===== config.mk =====
export PLATFORM = sky130hd
export DESIGN_NAME = pulse_train_ring_filler
export DESIGN_NICKNAME = d
export VERILOG_FILES = /design/src/hdl/ptrf_pkg.sv /design/src/hdl/pulse_train_ring_filler.sv /design/src/hdl/ptrf_ring.sv /design/src/hdl/ptrf_seq.sv
export SDC_FILE = /design/constraint.sdc
export NUM_CORES = 2
export LEC_CHECK = 0
export ABC_AREA = 1
export BUFFER_PORTS_ARGS = -buffer_cell sky130_fd_sc_hd__buf_2
export CAP_MARGIN = 5
export CELL_PAD_IN_SITES_DETAIL_PLACEMENT = 0
export CELL_PAD_IN_SITES_GLOBAL_PLACEMENT = 1
export CORE_MARGIN = 2
export CORE_UTILIZATION = 51
export DETAILED_ROUTE_END_ITERATION = 16
export PLACE_DENSITY = 0.82
export SETUP_SLACK_MARGIN = 0.5
export SLEW_MARGIN = 20
export SYNTH_ARGS = -nofsm -noshare
export SYNTH_HDL_FRONTEND = slang
export SYNTH_HIERARCHICAL = 1
export SYNTH_SLANG_ARGS = --single-unit

===== constraint.sdc =====
create_clock -name clk -period 7.08 [get_ports clk]
set_input_delay 0.708 -clock clk [delete_from_list [all_inputs] [get_ports clk]]
set_output_delay 0.708 -clock clk [all_outputs]
set_load 0.01 [all_outputs]

===== src/hdl/ptrf_pkg.sv =====
// Shared constants and types of the pulse-train ring filler.
package ptrf_pkg;

  localparam int DepthDefault = 128;
  localparam int DepthMin     = 16;

  localparam int WordW  = 16;
  localparam int CountW = 16;
  localparam int SlotW  = 7;
  localparam int KindW  = 2;
  localparam int CfgIdxW = 2;

  // Register indexes of the configuration port.
  localparam logic [CfgIdxW-1:0] CFG_PIN_MASK    = 2'd0;
  localparam logic [CfgIdxW-1:0] CFG_HIGH_RELOAD = 2'd1;
  localparam logic [CfgIdxW-1:0] CFG_LOW_RELOAD  = 2'd2;

  // Write index lands this many slots ahead of the reader on initialize.
  localparam int InitLead = 10;

  // Subtract steps that bring any reader index below the smallest ring.
  localparam int ModSteps = (1 << SlotW) / DepthMin;

  localparam logic [KindW-1:0] KIND_SERVICE = 2'd0;
  localparam logic [KindW-1:0] KIND_READ    = 2'd1;
  localparam logic [KindW-1:0] KIND_INIT    = 2'd2;

  typedef enum logic [2:0] {
    RING_IDLE,
    RING_READ,
    RING_SET,
    RING_CLR,
    RING_ZERO
  } ring_op_t;

endpackage


===== src/hdl/pulse_train_ring_filler.sv =====
// Top level of the pulse-train ring filler: configuration registers, sequencer and ring.
//
// The block keeps a ring of DEPTH 16-bit words that a DMA engine drains and
// fills the bits selected by pin_mask with a pulse train: a high run and then
// a low run, written only into the free slots between the write index and the
// reader. A command is transferred at a rising edge where start is high and
// busy is low; in_kind selects a service refill, a read of one ring word, or
// an initialize that sets the pin bits of every slot to in_level and puts the write index
// ten slots ahead of the reader. Every command gives exactly one result,
// shown for one cycle with out_strobe high; the receiver cannot hold it off.
// The sequencer walks the single ring memory one slot per cycle through a
// read-modify-write stage. Busy is high from transfer until the result is
// shown, so one command is in work at a time. After reset the sequencer
// clears the ring to zero in one pass with busy high; configuration writes
// through cfg_we, cfg_index and cfg_wdata are taken at any time, but are
// meant for idle time.
module pulse_train_ring_filler import ptrf_pkg::*; #(
  parameter int DEPTH = DepthDefault
) (
  input  logic               clk,
  input  logic               rst_n,
  input  logic               start,
  output logic               busy,
  input  logic [KindW-1:0]   in_kind,
  input  logic [SlotW-1:0]   in_reader_index,
  input  logic               in_level,
  output logic               out_strobe,
  output logic [CountW-1:0]  out_high_left,
  output logic [CountW-1:0]  out_low_left,
  output logic [SlotW-1:0]   out_write_index,
  output logic [WordW-1:0]   out_read_word,
  input  logic               cfg_we,
  input  logic [CfgIdxW-1:0] cfg_index,
  input  logic [WordW-1:0]   cfg_wdata
);

  localparam int AW = $clog2(DEPTH);

  logic [WordW-1:0]  pin_mask_r, pin_mask_nxt;
  logic [CountW-1:0] high_reload_r, high_reload_nxt;
  logic [CountW-1:0] low_reload_r, low_reload_nxt;

  ring_op_t          ring_op;
  logic [AW-1:0]     ring_addr;
  logic [WordW-1:0]  ring_rdata;

  // Register writes; an index beyond the register list is ignored.
  always_comb begin
    pin_mask_nxt    = pin_mask_r;
    high_reload_nxt = high_reload_r;
    low_reload_nxt  = low_reload_r;
    if (cfg_we) begin
      case (cfg_index)
        CFG_PIN_MASK:    pin_mask_nxt    = cfg_wdata;
        CFG_HIGH_RELOAD: high_reload_nxt = cfg_wdata;
        CFG_LOW_RELOAD:  low_reload_nxt  = cfg_wdata;
        default: ;
      endcase
    end
  end

  always_ff @(posedge clk) begin
    if (!rst_n) begin
      pin_mask_r    <= WordW'(1);
      high_reload_r <= '0;
      low_reload_r  <= '0;
    end else begin
      pin_mask_r    <= pin_mask_nxt;
      high_reload_r <= high_reload_nxt;
      low_reload_r  <= low_reload_nxt;
    end
  end

  // The sequencer issues at most one ring access per cycle and keeps the
  // write index and the remaining run counts.
  ptrf_seq #(
    .DEPTH (DEPTH)
  ) u_seq (
    .clk             (clk),
    .rst_n           (rst_n),
    .start           (start),
    .busy            (busy),
    .in_kind         (in_kind),
    .in_reader_index (in_reader_index),
    .in_level        (in_level),
    .high_reload     (high_reload_r),
    .low_reload      (low_reload_r),
    .ring_op         (ring_op),
    .ring_addr       (ring_addr),
    .ring_rdata      (ring_rdata),
    .out_strobe      (out_strobe),
    .out_high_left   (out_high_left),
    .out_low_left    (out_low_left),
    .out_write_index (out_write_index),
    .out_read_word   (out_read_word)
  );

  // The ring sets or clears the pin bits of a slot in the cycle after reading it.
  ptrf_ring #(
    .DEPTH (DEPTH)
  ) u_ring (
    .clk   (clk),
    .rst_n (rst_n),
    .op    (ring_op),
    .addr  (ring_addr),
    .mask  (pin_mask_r),
    .rdata (ring_rdata)
  );

endmodule


===== src/hdl/ptrf_ring.sv =====
// Ring memory with a registered read and a read-modify-write stage for pin bits.
module ptrf_ring import ptrf_pkg::*; #(
  parameter int DEPTH = DepthDefault,
  localparam int AW   = $clog2(DEPTH)
) (
  input  logic             clk,
  input  logic             rst_n,
  input  ring_op_t         op,
  input  logic [AW-1:0]    addr,
  input  logic [WordW-1:0] mask,
  output logic [WordW-1:0] rdata
);

  logic [WordW-1:0] mem [DEPTH];
  logic [WordW-1:0] rdata_r;
  logic             pend_r;
  logic             pend_set_r;
  logic [AW-1:0]    pend_addr_r;

  logic             rd_en;
  logic             we;
  logic [AW-1:0]    waddr;
  logic [WordW-1:0] wdata;

  assign rd_en = (op == RING_READ) || (op == RING_SET) || (op == RING_CLR);

  // The write-back of the previous slot never targets the slot read in the
  // same cycle, since a run walks distinct slots, so no forwarding is needed.
  always_comb begin
    we    = 1'b0;
    waddr = addr;
    wdata = '0;
    if (pend_r) begin
      we    = 1'b1;
      waddr = pend_addr_r;
      wdata = pend_set_r ? (rdata_r | mask) : (rdata_r & ~mask);
    end else if (op == RING_ZERO) begin
      we = 1'b1;
    end
  end

  always_ff @(posedge clk) begin
    if (we) begin
      mem[waddr] <= wdata;
    end
    if (rd_en) begin
      rdata_r <= mem[addr];
    end
    pend_addr_r <= addr;
    pend_set_r  <= (op == RING_SET);
  end

  always_ff @(posedge clk) begin
    if (!rst_n) begin
      pend_r <= 1'b0;
    end else begin
      pend_r <= (op == RING_SET) || (op == RING_CLR);
    end
  end

  assign rdata = rdata_r;

endmodule


===== src/hdl/ptrf_seq.sv =====
// Sequencer: clearing pass, service runs, initialize sweep and word reads.
module ptrf_seq import ptrf_pkg::*; #(
  parameter int DEPTH = DepthDefault,
  localparam int AW   = $clog2(DEPTH)
) (
  input  logic              clk,
  input  logic              rst_n,
  input  logic              start,
  output logic              busy,
  input  logic [KindW-1:0]  in_kind,
  input  logic [SlotW-1:0]  in_reader_index,
  input  logic              in_level,
  input  logic [CountW-1:0] high_reload,
  input  logic [CountW-1:0] low_reload,
  output ring_op_t          ring_op,
  output logic [AW-1:0]     ring_addr,
  input  logic [WordW-1:0]  ring_rdata,
  output logic              out_strobe,
  output logic [CountW-1:0] out_high_left,
  output logic [CountW-1:0] out_low_left,
  output logic [SlotW-1:0]  out_write_index,
  output logic [WordW-1:0]  out_read_word
);

  localparam int MW = (AW + 1 > SlotW) ? AW + 1 : SlotW;

  localparam logic [2:0] ST_CLEAR = 3'd0;
  localparam logic [2:0] ST_IDLE  = 3'd1;
  localparam logic [2:0] ST_FREE  = 3'd2;
  localparam logic [2:0] ST_HRUN  = 3'd3;
  localparam logic [2:0] ST_LRUN  = 3'd4;
  localparam logic [2:0] ST_INIT  = 3'd5;
  localparam logic [2:0] ST_READ  = 3'd6;
  localparam logic [2:0] ST_DONE  = 3'd7;

  localparam logic [AW-1:0] LastSlot = AW'(DEPTH - 1);

  function automatic logic [AW-1:0] slot_mod(input logic [SlotW-1:0] v);
    logic [MW-1:0] t;
    t = MW'(v);
    for (int i = 0; i < ModSteps; i++) begin
      if (t >= MW'(DEPTH)) begin
        t = t - MW'(DEPTH);
      end
    end
    return t[AW-1:0];
  endfunction

  logic [2:0]        state_r, state_nxt;
  logic [AW-1:0]     idx_r, idx_nxt;
  logic [AW-1:0]     rd_r, rd_nxt;
  logic              lvl_r, lvl_nxt;
  logic [AW-1:0]     fill_r, fill_nxt;
  logic [AW-1:0]     free_r, free_nxt;
  logic [CountW-1:0] high_r, high_nxt;
  logic [CountW-1:0] low_r, low_nxt;
  logic              strobe_r, strobe_nxt;
  logic [CountW-1:0] oh_r, oh_nxt;
  logic [CountW-1:0] ol_r, ol_nxt;
  logic [SlotW-1:0]  ow_r, ow_nxt;
  logic [WordW-1:0]  ord_r, ord_nxt;

  logic [AW-1:0] rd_mod;
  logic [AW-1:0] fill_inc;
  logic [AW:0]   free_calc;
  logic [AW:0]   lead_sum;
  logic [AW-1:0] lead_slot;
  logic          accept;

  assign busy     = (state_r != ST_IDLE);
  assign accept   = start && !busy;
  assign rd_mod   = slot_mod(in_reader_index);
  assign fill_inc = (fill_r == LastSlot) ? '0 : fill_r + 1'b1;

  always_comb begin
    if (rd_r < fill_r) begin
      free_calc = (AW+1)'(DEPTH) - {1'b0, fill_r} + {1'b0, rd_r};
    end else begin
      free_calc = {1'b0, rd_r} - {1'b0, fill_r};
    end
    lead_sum  = {1'b0, rd_r} + (AW+1)'(InitLead);
    lead_slot = (lead_sum >= (AW+1)'(DEPTH)) ? AW'(lead_sum - (AW+1)'(DEPTH))
                                            : lead_sum[AW-1:0];
  end

  always_comb begin
    state_nxt  = state_r;
    idx_nxt    = idx_r;
    rd_nxt     = rd_r;
    lvl_nxt    = lvl_r;
    fill_nxt   = fill_r;
    free_nxt   = free_r;
    high_nxt   = high_r;
    low_nxt    = low_r;
    strobe_nxt = 1'b0;
    oh_nxt     = oh_r;
    ol_nxt     = ol_r;
    ow_nxt     = ow_r;
    ord_nxt    = ord_r;
    ring_op    = RING_IDLE;
    ring_addr  = fill_r;

    case (state_r)
      ST_CLEAR: begin
        ring_op   = RING_ZERO;
        ring_addr = idx_r;
        idx_nxt   = idx_r + 1'b1;
        if (idx_r == LastSlot) begin
          idx_nxt   = '0;
          state_nxt = ST_IDLE;
        end
      end
      ST_IDLE: begin
        if (accept) begin
          rd_nxt  = rd_mod;
          lvl_nxt = in_level;
          idx_nxt = '0;
          case (in_kind)
            KIND_SERVICE: state_nxt = ST_FREE;
            KIND_READ: begin
              ring_op   = RING_READ;
              ring_addr = rd_mod;
              state_nxt = ST_READ;
            end
            KIND_INIT: state_nxt = ST_INIT;
            default:   state_nxt = ST_DONE;
          endcase
        end
      end
      ST_FREE: begin
        free_nxt = free_calc[AW-1:0];
        if (high_r != '0) begin
          low_nxt   = low_reload;
          state_nxt = ST_HRUN;
        end else begin
          state_nxt = ST_LRUN;
        end
      end
      ST_HRUN: begin
        if (high_r != '0 && free_r != '0) begin
          ring_op  = RING_SET;
          high_nxt = high_r - 1'b1;
          free_nxt = free_r - 1'b1;
          fill_nxt = fill_inc;
        end else begin
          state_nxt = (high_r == '0) ? ST_LRUN : ST_DONE;
        end
      end
      ST_LRUN: begin
        if (low_r != '0 && free_r != '0) begin
          ring_op  = RING_CLR;
          low_nxt  = low_r - 1'b1;
          free_nxt = free_r - 1'b1;
          fill_nxt = fill_inc;
        end else begin
          if (low_r == '0) begin
            high_nxt = high_reload;
          end
          state_nxt = ST_DONE;
        end
      end
      ST_INIT: begin
        ring_op   = lvl_r ? RING_SET : RING_CLR;
        ring_addr = idx_r;
        idx_nxt   = idx_r + 1'b1;
        if (idx_r == LastSlot) begin
          idx_nxt   = '0;
          fill_nxt  = lead_slot;
          state_nxt = ST_DONE;
        end
      end
      ST_READ: begin
        strobe_nxt = 1'b1;
        oh_nxt     = high_r;
        ol_nxt     = low_r;
        ow_nxt     = SlotW'(fill_r);
        ord_nxt    = ring_rdata;
        state_nxt  = ST_IDLE;
      end
      ST_DONE: begin
        strobe_nxt = 1'b1;
        oh_nxt     = high_r;
        ol_nxt     = low_r;
        ow_nxt     = SlotW'(fill_r);
        ord_nxt    = '0;
        state_nxt  = ST_IDLE;
      end
      default: state_nxt = ST_IDLE;
    endcase
  end

  always_ff @(posedge clk) begin
    if (!rst_n) begin
      state_r  <= ST_CLEAR;
      idx_r    <= '0;
      fill_r   <= '0;
      high_r   <= '0;
      low_r    <= '0;
      strobe_r <= 1'b0;
    end else begin
      state_r  <= state_nxt;
      idx_r    <= idx_nxt;
      fill_r   <= fill_nxt;
      high_r   <= high_nxt;
      low_r    <= low_nxt;
      strobe_r <= strobe_nxt;
    end
  end

  always_ff @(posedge clk) begin
    rd_r   <= rd_nxt;
    lvl_r  <= lvl_nxt;
    free_r <= free_nxt;
    oh_r   <= oh_nxt;
    ol_r   <= ol_nxt;
    ow_r   <= ow_nxt;
    ord_r  <= ord_nxt;
  end

  assign out_strobe      = strobe_r;
  assign out_high_left   = oh_r;
  assign out_low_left    = ol_r;
  assign out_write_index = ow_r;
  assign out_read_word   = ord_r;

endmodule

# == Word-level counts from Yosys, hierarchy flattened ==
# Memory sizes are Yosys's and may differ from the RTL's. A register that Yosys moved wholly into a read port is not among the register bits.
# Index checks and enable logic that the tools add are counted.
# Widths: inputs -> output; s select.
# word_totals
reg_bits,177
ram_bits,2048
in_bits,32
out_inout_bits,57
word_cells,142
memories,1
# mem_list
name,words,width,read_ports,rd_ports_with_merged_regs,wr,line_no,rtl
u_ring.mem,128,16,1,1,1,ptrf_ring.sv:14,logic [WordW-1:0] mem [DEPTH];
# op_classes
n_addsub,10
magnitude_cmp,2
n_eq_ne,27
muxes,47
bitwise,3
n_reduce_logical,33
# ops
operator,count
$mux 16,7
$pmux 16 s2,3
$mux 7,13
$pmux 7 s3,2
$logic_not 16->1,2
$reduce_bool 16->1,2
$sub 16x1->16 const B,2
$pmux 7 s2,2
$mux 3,7
$pmux 3 s7,1
$and 16x16->16,1
$not 16->16,1
$or 16x16->16,1
$eq 3x3->1 const B,5
$pmux 3 s5,1
$add 7x1->7 const B,2
$eq 7x7->1 const B,2
$ne 2x1->1 const B,7
$sub 7x1->7 const B,2
$eq 3x2->1 const B,4
$reduce_and 2->1,5
$pmux 3 s3,1
$add 7x4->8 const B,1
$ge 8x8->1 const B,1
other kinds (23),47

# == Logic depth before layout (Yosys ltp) ==
# depth
ltp_word,10
depth_mapped,21
mapped_depth_nobuf,16

# == Modules after synthesis ==
# Netlist, hierarchy kept.
# by_module_without_submodules
mod,instances,cells_each,area_each_um2,seq_area_each_um2
ptrf_ring,1,6866,83034.6,62159.6
ptrf_seq,1,837,6473.7,3103.0
pulse_train_ring_filler,1,310,2030.7,960.9

# == Least setup slack after synthesis ==
# No wires, ideal clock.
# synth_timing
kind,flip-flop to flip-flop
start,register u_ring.pend_r
end,memory u_ring.mem[0][10] (data pin)
setup_ns,0.891
arrival_time_ns,4.558
t_required_ns,6.189
setup_slack_ns,1.631
path_stages_with_launch,5
path_buffers,2
period_less_slack_ns,5.449
cell_sequence,dfxtp_1 > clkbuf_1 > clkbuf_1 > o21ai_0 > a21oi_1
# synth_between
elab_chain_len,1
# synth_lines
element,line_no,rtl
"start, declared",ptrf_ring.sv:16,logic pend_r;
"start signal, assigned",ptrf_ring.sv:57,pend_r <= (op == RING_SET) || (op == RING_CLR);
$mux 16,ptrf_ring.sv:33,if (pend_r) begin
net u_ring.wdata[10],ptrf_ring.sv:23,logic [WordW-1:0] wdata;
"end, declared",ptrf_ring.sv:14,
# The timed path passes the listed nets, and every way through them passes these cells.

# == Worst setup path after layout ==
# layout_timing
start,register u_seq.state_r[0]
end,"register u_ring.rdata_r[2], in the netlist u_ring/rdata[2], read port of u_ring.mem (data pin)"
# layout_between
word_cells_on_any_way,18
classes_between,eq/ne (8); mux (4); reduce/logical (6)
# layout_rtl
element,line_no,rtl
"start, declared",ptrf_seq.sv:49,"logic [2:0] state_r, state_nxt;"
"start signal, assigned",ptrf_seq.sv:201,state_r <= state_nxt;
$ne 3x1->1,ptrf_seq.sv:70,assign busy = (state_r != ST_IDLE);
$logic_not 1->1,ptrf_seq.sv:71,assign accept = start && !busy;
$logic_and 1x1->1,ptrf_seq.sv:71,
$mux 7,ptrf_seq.sv:114,if (accept) begin
$pmux 7 s2 *,ptrf_seq.sv:103,case (state_r)
net ring_addr[0],pulse_train_ring_filler.sv:44,logic [AW-1:0] ring_addr;
"end, declared",ptrf_ring.sv:15,logic [WordW-1:0] rdata_r;
# The timed path passes the listed nets; every way through them passes the cells marked *.
# A chain may end at the register's enable or synchronous reset.

==> metrics <==
run status complete, no violations; core box area 178000 um2; Worst EP required between 7 and 8 ns; total length of routed wires around 250000 um; largest net degree at the start of global routing around 200; starting density of the core 0.513; Highest Signal Layer met5; area of all placed cells without fillers a little over 100000 um2; Root Buffer Master clkbuf_16; Synth Net Count 8059; VDD IR-drop max between 0.0004 and 0.0005 V; CTS clk-pin slew, worst paths approximately 0.060 ns; Layout Utilization 0.573; first element of the critical path u_seq/state_r[0]; maximum fanout count along the critical path 73; Port Buffers between 80 and 90; startpoint class of the critical path register; Initial DRC Count between 8000 and 9000; fmax roughly 180 MHz; Resized Gates After CTS 0; Initial DRT Pass Iterations 6; Setup Viol. Count Final 0; count of hold-fix buffers inserted at cts 1; main flop type after synthesis edfxtp_1; Clock Sink Count between 2000 and 2500; share of total power in the clock network 0.243; largest area contributor in the netlist edfxtp_1; Total GRT Usage 0.272; cell count of the worst hold path 1; top cells by area in the synthesized netlist edfxtp_1 (70%), nand3_1 (11%), nand2_1 (9.9%); area grow syn2layout 11.6%; length of routed met3 wiring 27200 um; setup TNS 0 ns; vias per std cell slightly below 6; Post CTS Setup Buffer Count 0; arrival time at the worst endpoint between 6 and 7 ns; count of standard-cell rows 155; EDFF count, synth 2134; hold violation count in the final report 0; post-layout min period ~5.5 ns; floorplan die width roughly 430 um; Routed met1 length between 100000 and 150000 um; drt wl/cell 23.7 um; net switching power figure about 0.019 W; CTS tree yes; power per cell area ~460 nW/um2; Cell Int Power around 0.027 W; Residual DRC 0; first-pass GRT wire length 372000 um; Async SR Flop Fraction 0; worst min path class primary input to register; area share of the largest cell type after synthesis 0.700; antenna violations before repair 6; category of the worst setup path capture point register; final count of pins violating max slew 0; Crit Path Category register to register; Synth Area per Inst between 10 and 15 um2; reg2reg start u_seq/state_r[0]; GR Overflow Total 0; total standard cell area after synthesis just over 90000 um2; yosys warns 6; area enclosed by the die boundary around 180000 um2; part of the cycle the worst path needs 0.781; count of cell types in the netlist 45; slew of the pin with the lowest slew margin around 1.2 ns; # Max-Cap Violations 0; count of state elements after synthesis between 2000 and 2500; RSZ-0062 raised after global routing false; Comb power frac 0.415; reported leakage power approximately 36 nW; gate count after technology mapping between 8000 and 9000; number of CTS-inserted buffers approximately 220; placer's final routability congestion estimate between 0.8 and 0.9; remaining antenna violation count after routing 0; number of top-level pins 89; fraction of layout cells with a size suffix above 1 0.0887; placement-stage cell area 95200 um2; worst min-delay path startpoint in_reader_index[6]; total via count in the routed design 62100; switching portion of total power 0.417; NumNets Final a little over 8000; DR WL met2 around 120000 um; final clock skew about 0.033 ns; depth of the worst register-to-register path 16; WHS 0.0739 ns; Max Root-Sink Buffers 3; vias in the first global route a little under 60000; deepest level of the CTS H-tree 4; Detail Placement HPWL 139000 um; Slew headroom 0.209; height of the die about 430 um; sequential share of power 0.342; fraction of the yosys area taken by sequential cells 0.723; clock latency at the later pin of the worst-skew pair between 0.8 and 0.9 ns
worst paths after layout:
check,to,slack (ns)
max reg2reg,u_ring/rdata[2],1.55
min,u_seq/rd_r[6],0.07
max,u_ring/rdata[2],1.55
min reg2reg,u_seq/out_high_left[1],0.44
kinds of logic (layout without fill, tap and decap cells):
kind of cell,after synthesis,after routing,share of synthesized area
buffers and inverters,678,919,0.0314
AOI/OAI and AO/OA,154,154,0.00953
DFF,2241,2241,0.723
xor gates and xnor gates,18,18,0.00172
muxes,1,1,0.000109
adders and majority gates,14,14,0.00200
other,0,2,0
and+or+nand+nor,4907,4907,0.232
registers in the layout (all words and copies together) (netlist names), 16 cells and up:
name,count
high_reload_r,16
low_reload_r,16
pin_mask_r,16
u_ring/mem,2048
u_ring/rdata,16
u_seq/high_r,16
u_seq/low_r,16
u_seq/out_high_left,16
u_seq/out_low_left,16
u_seq/out_read_word,16
per-stage QoR:
stage,total power [W],std cells,setup WS [ns]
floorplan,0.0289,8013,1.63
global placement,0.0350,10200,1.80
detailed placement,0.0353,10200,1.74
CTS,0.0466,10600,1.68
global route,0.0492,10600,1.20
finish,0.0466,10600,1.55
worst max-delay path, cell delays in order (launching register included):
cell and delay (ns):
dfxtp_1 0.54, nand3_1 0.36, nor2_2 0.52, nand2_1 0.37, a21oi_1 0.20, o21ai_0 0.19, o221ai_4 0.19, buf_4 0.74
buf_4 0.69, nand2_1 0.14, nand3_1 0.13, nand3_1 0.08, nand3_1 0.24, nand3_1 0.10, nand3_1 0.34, nand3_1 0.25
nand2_1 0.13
synthesized netlist by cell type, types with 2 or more instances:
| master | instances |
|---|---|
| xor2_1 | 16 |
| nor2_1 | 347 |
| o221ai_1 | 4 |
| xnor2_1 | 2 |
| nor3_1 | 3 |
| buf_4 | 11 |
| a21oi_2 | 10 |
| inv_2 | 17 |
| nand4_1 | 6 |
| clkbuf_1 | 185 |
| nand3_2 | 7 |
| o22ai_1 | 2 |
| nor2_2 | 7 |
| nand2_2 | 2 |
| inv_1 | 159 |
| o21ai_2 | 6 |
| a31oi_1 | 3 |
| a21oi_1 | 61 |
| ha_1 | 13 |
| nand3_1 | 2086 |
| nor2_4 | 2 |
| o211ai_1 | 4 |
| edfxtp_1 | 2134 |
| o21ai_0 | 60 |
| dfxtp_1 | 107 |
| or2_2 | 6 |
| buf_6 | 3 |
| buf_2 | 212 |
| nand2_1 | 2426 |
| buf_1 | 90 |
| or2_1 | 8 |
power by group through the flow:
stage                     sequential (W)  combinational, W  clock [W]
after floorplan                   0.0161            0.0128          0
after global placement            0.0162            0.0188          0
after detailed placement          0.0162            0.0191          0
after CTS                         0.0159            0.0192     0.0114
after global routing              0.0160            0.0212     0.0120
final                             0.0159            0.0194     0.0113
placed cells by master, fill, tap and decap left out, types with 4 or more instances in the layout:
cell type / n
a21oi_4: 17
edfxtp_1: 2134
clkbuf_8: 10
or2_2: 6
inv_6: 5
o21ai_0: 60
nand3_2: 7
nor2_1: 347
o211ai_1: 4
nand2_2: 7
buf_2: 88
o221ai_4: 4
inv_1: 156
inv_2: 15
a21oi_1: 44
nand4_1: 6
clkinvlp_4: 5
ha_1: 13
dfxtp_1: 107
bufinv_16: 15
clkbuf_16: 222
nor2_2: 7
buf_4: 215
a21oi_2: 10
nand3_1: 2086
clkinv_2: 47
o21ai_2: 6
clkbuf_1: 51
xor2_1: 16
clkinv_1: 49
buf_12: 27
nand2_1: 2421
or2_1: 8
final cells by class:
type / instances / area, um2
diodes: 2 / 5.00
clock buffers: 283 / 5880
clock inverters: 128 / 1100
fillers: 14300 / 76200
inverters: 177 / 696
multi-input cells: 5094 / 22700
flip-flops and latches: 2241 / 66200
well taps: 2355 / 2950
repair buffers: 331 / 2610
metal layers:
layer | global-route usage | up-vias
met1 | 0.388 | 30100
met5 | 0 | -
met2 | 0.421 | 3380
met3 | 0.0497 | 433
li1 | - | 28200
met4 | 0.0980 | 4
Note: power is estimated with default switching activity, not from simulation.
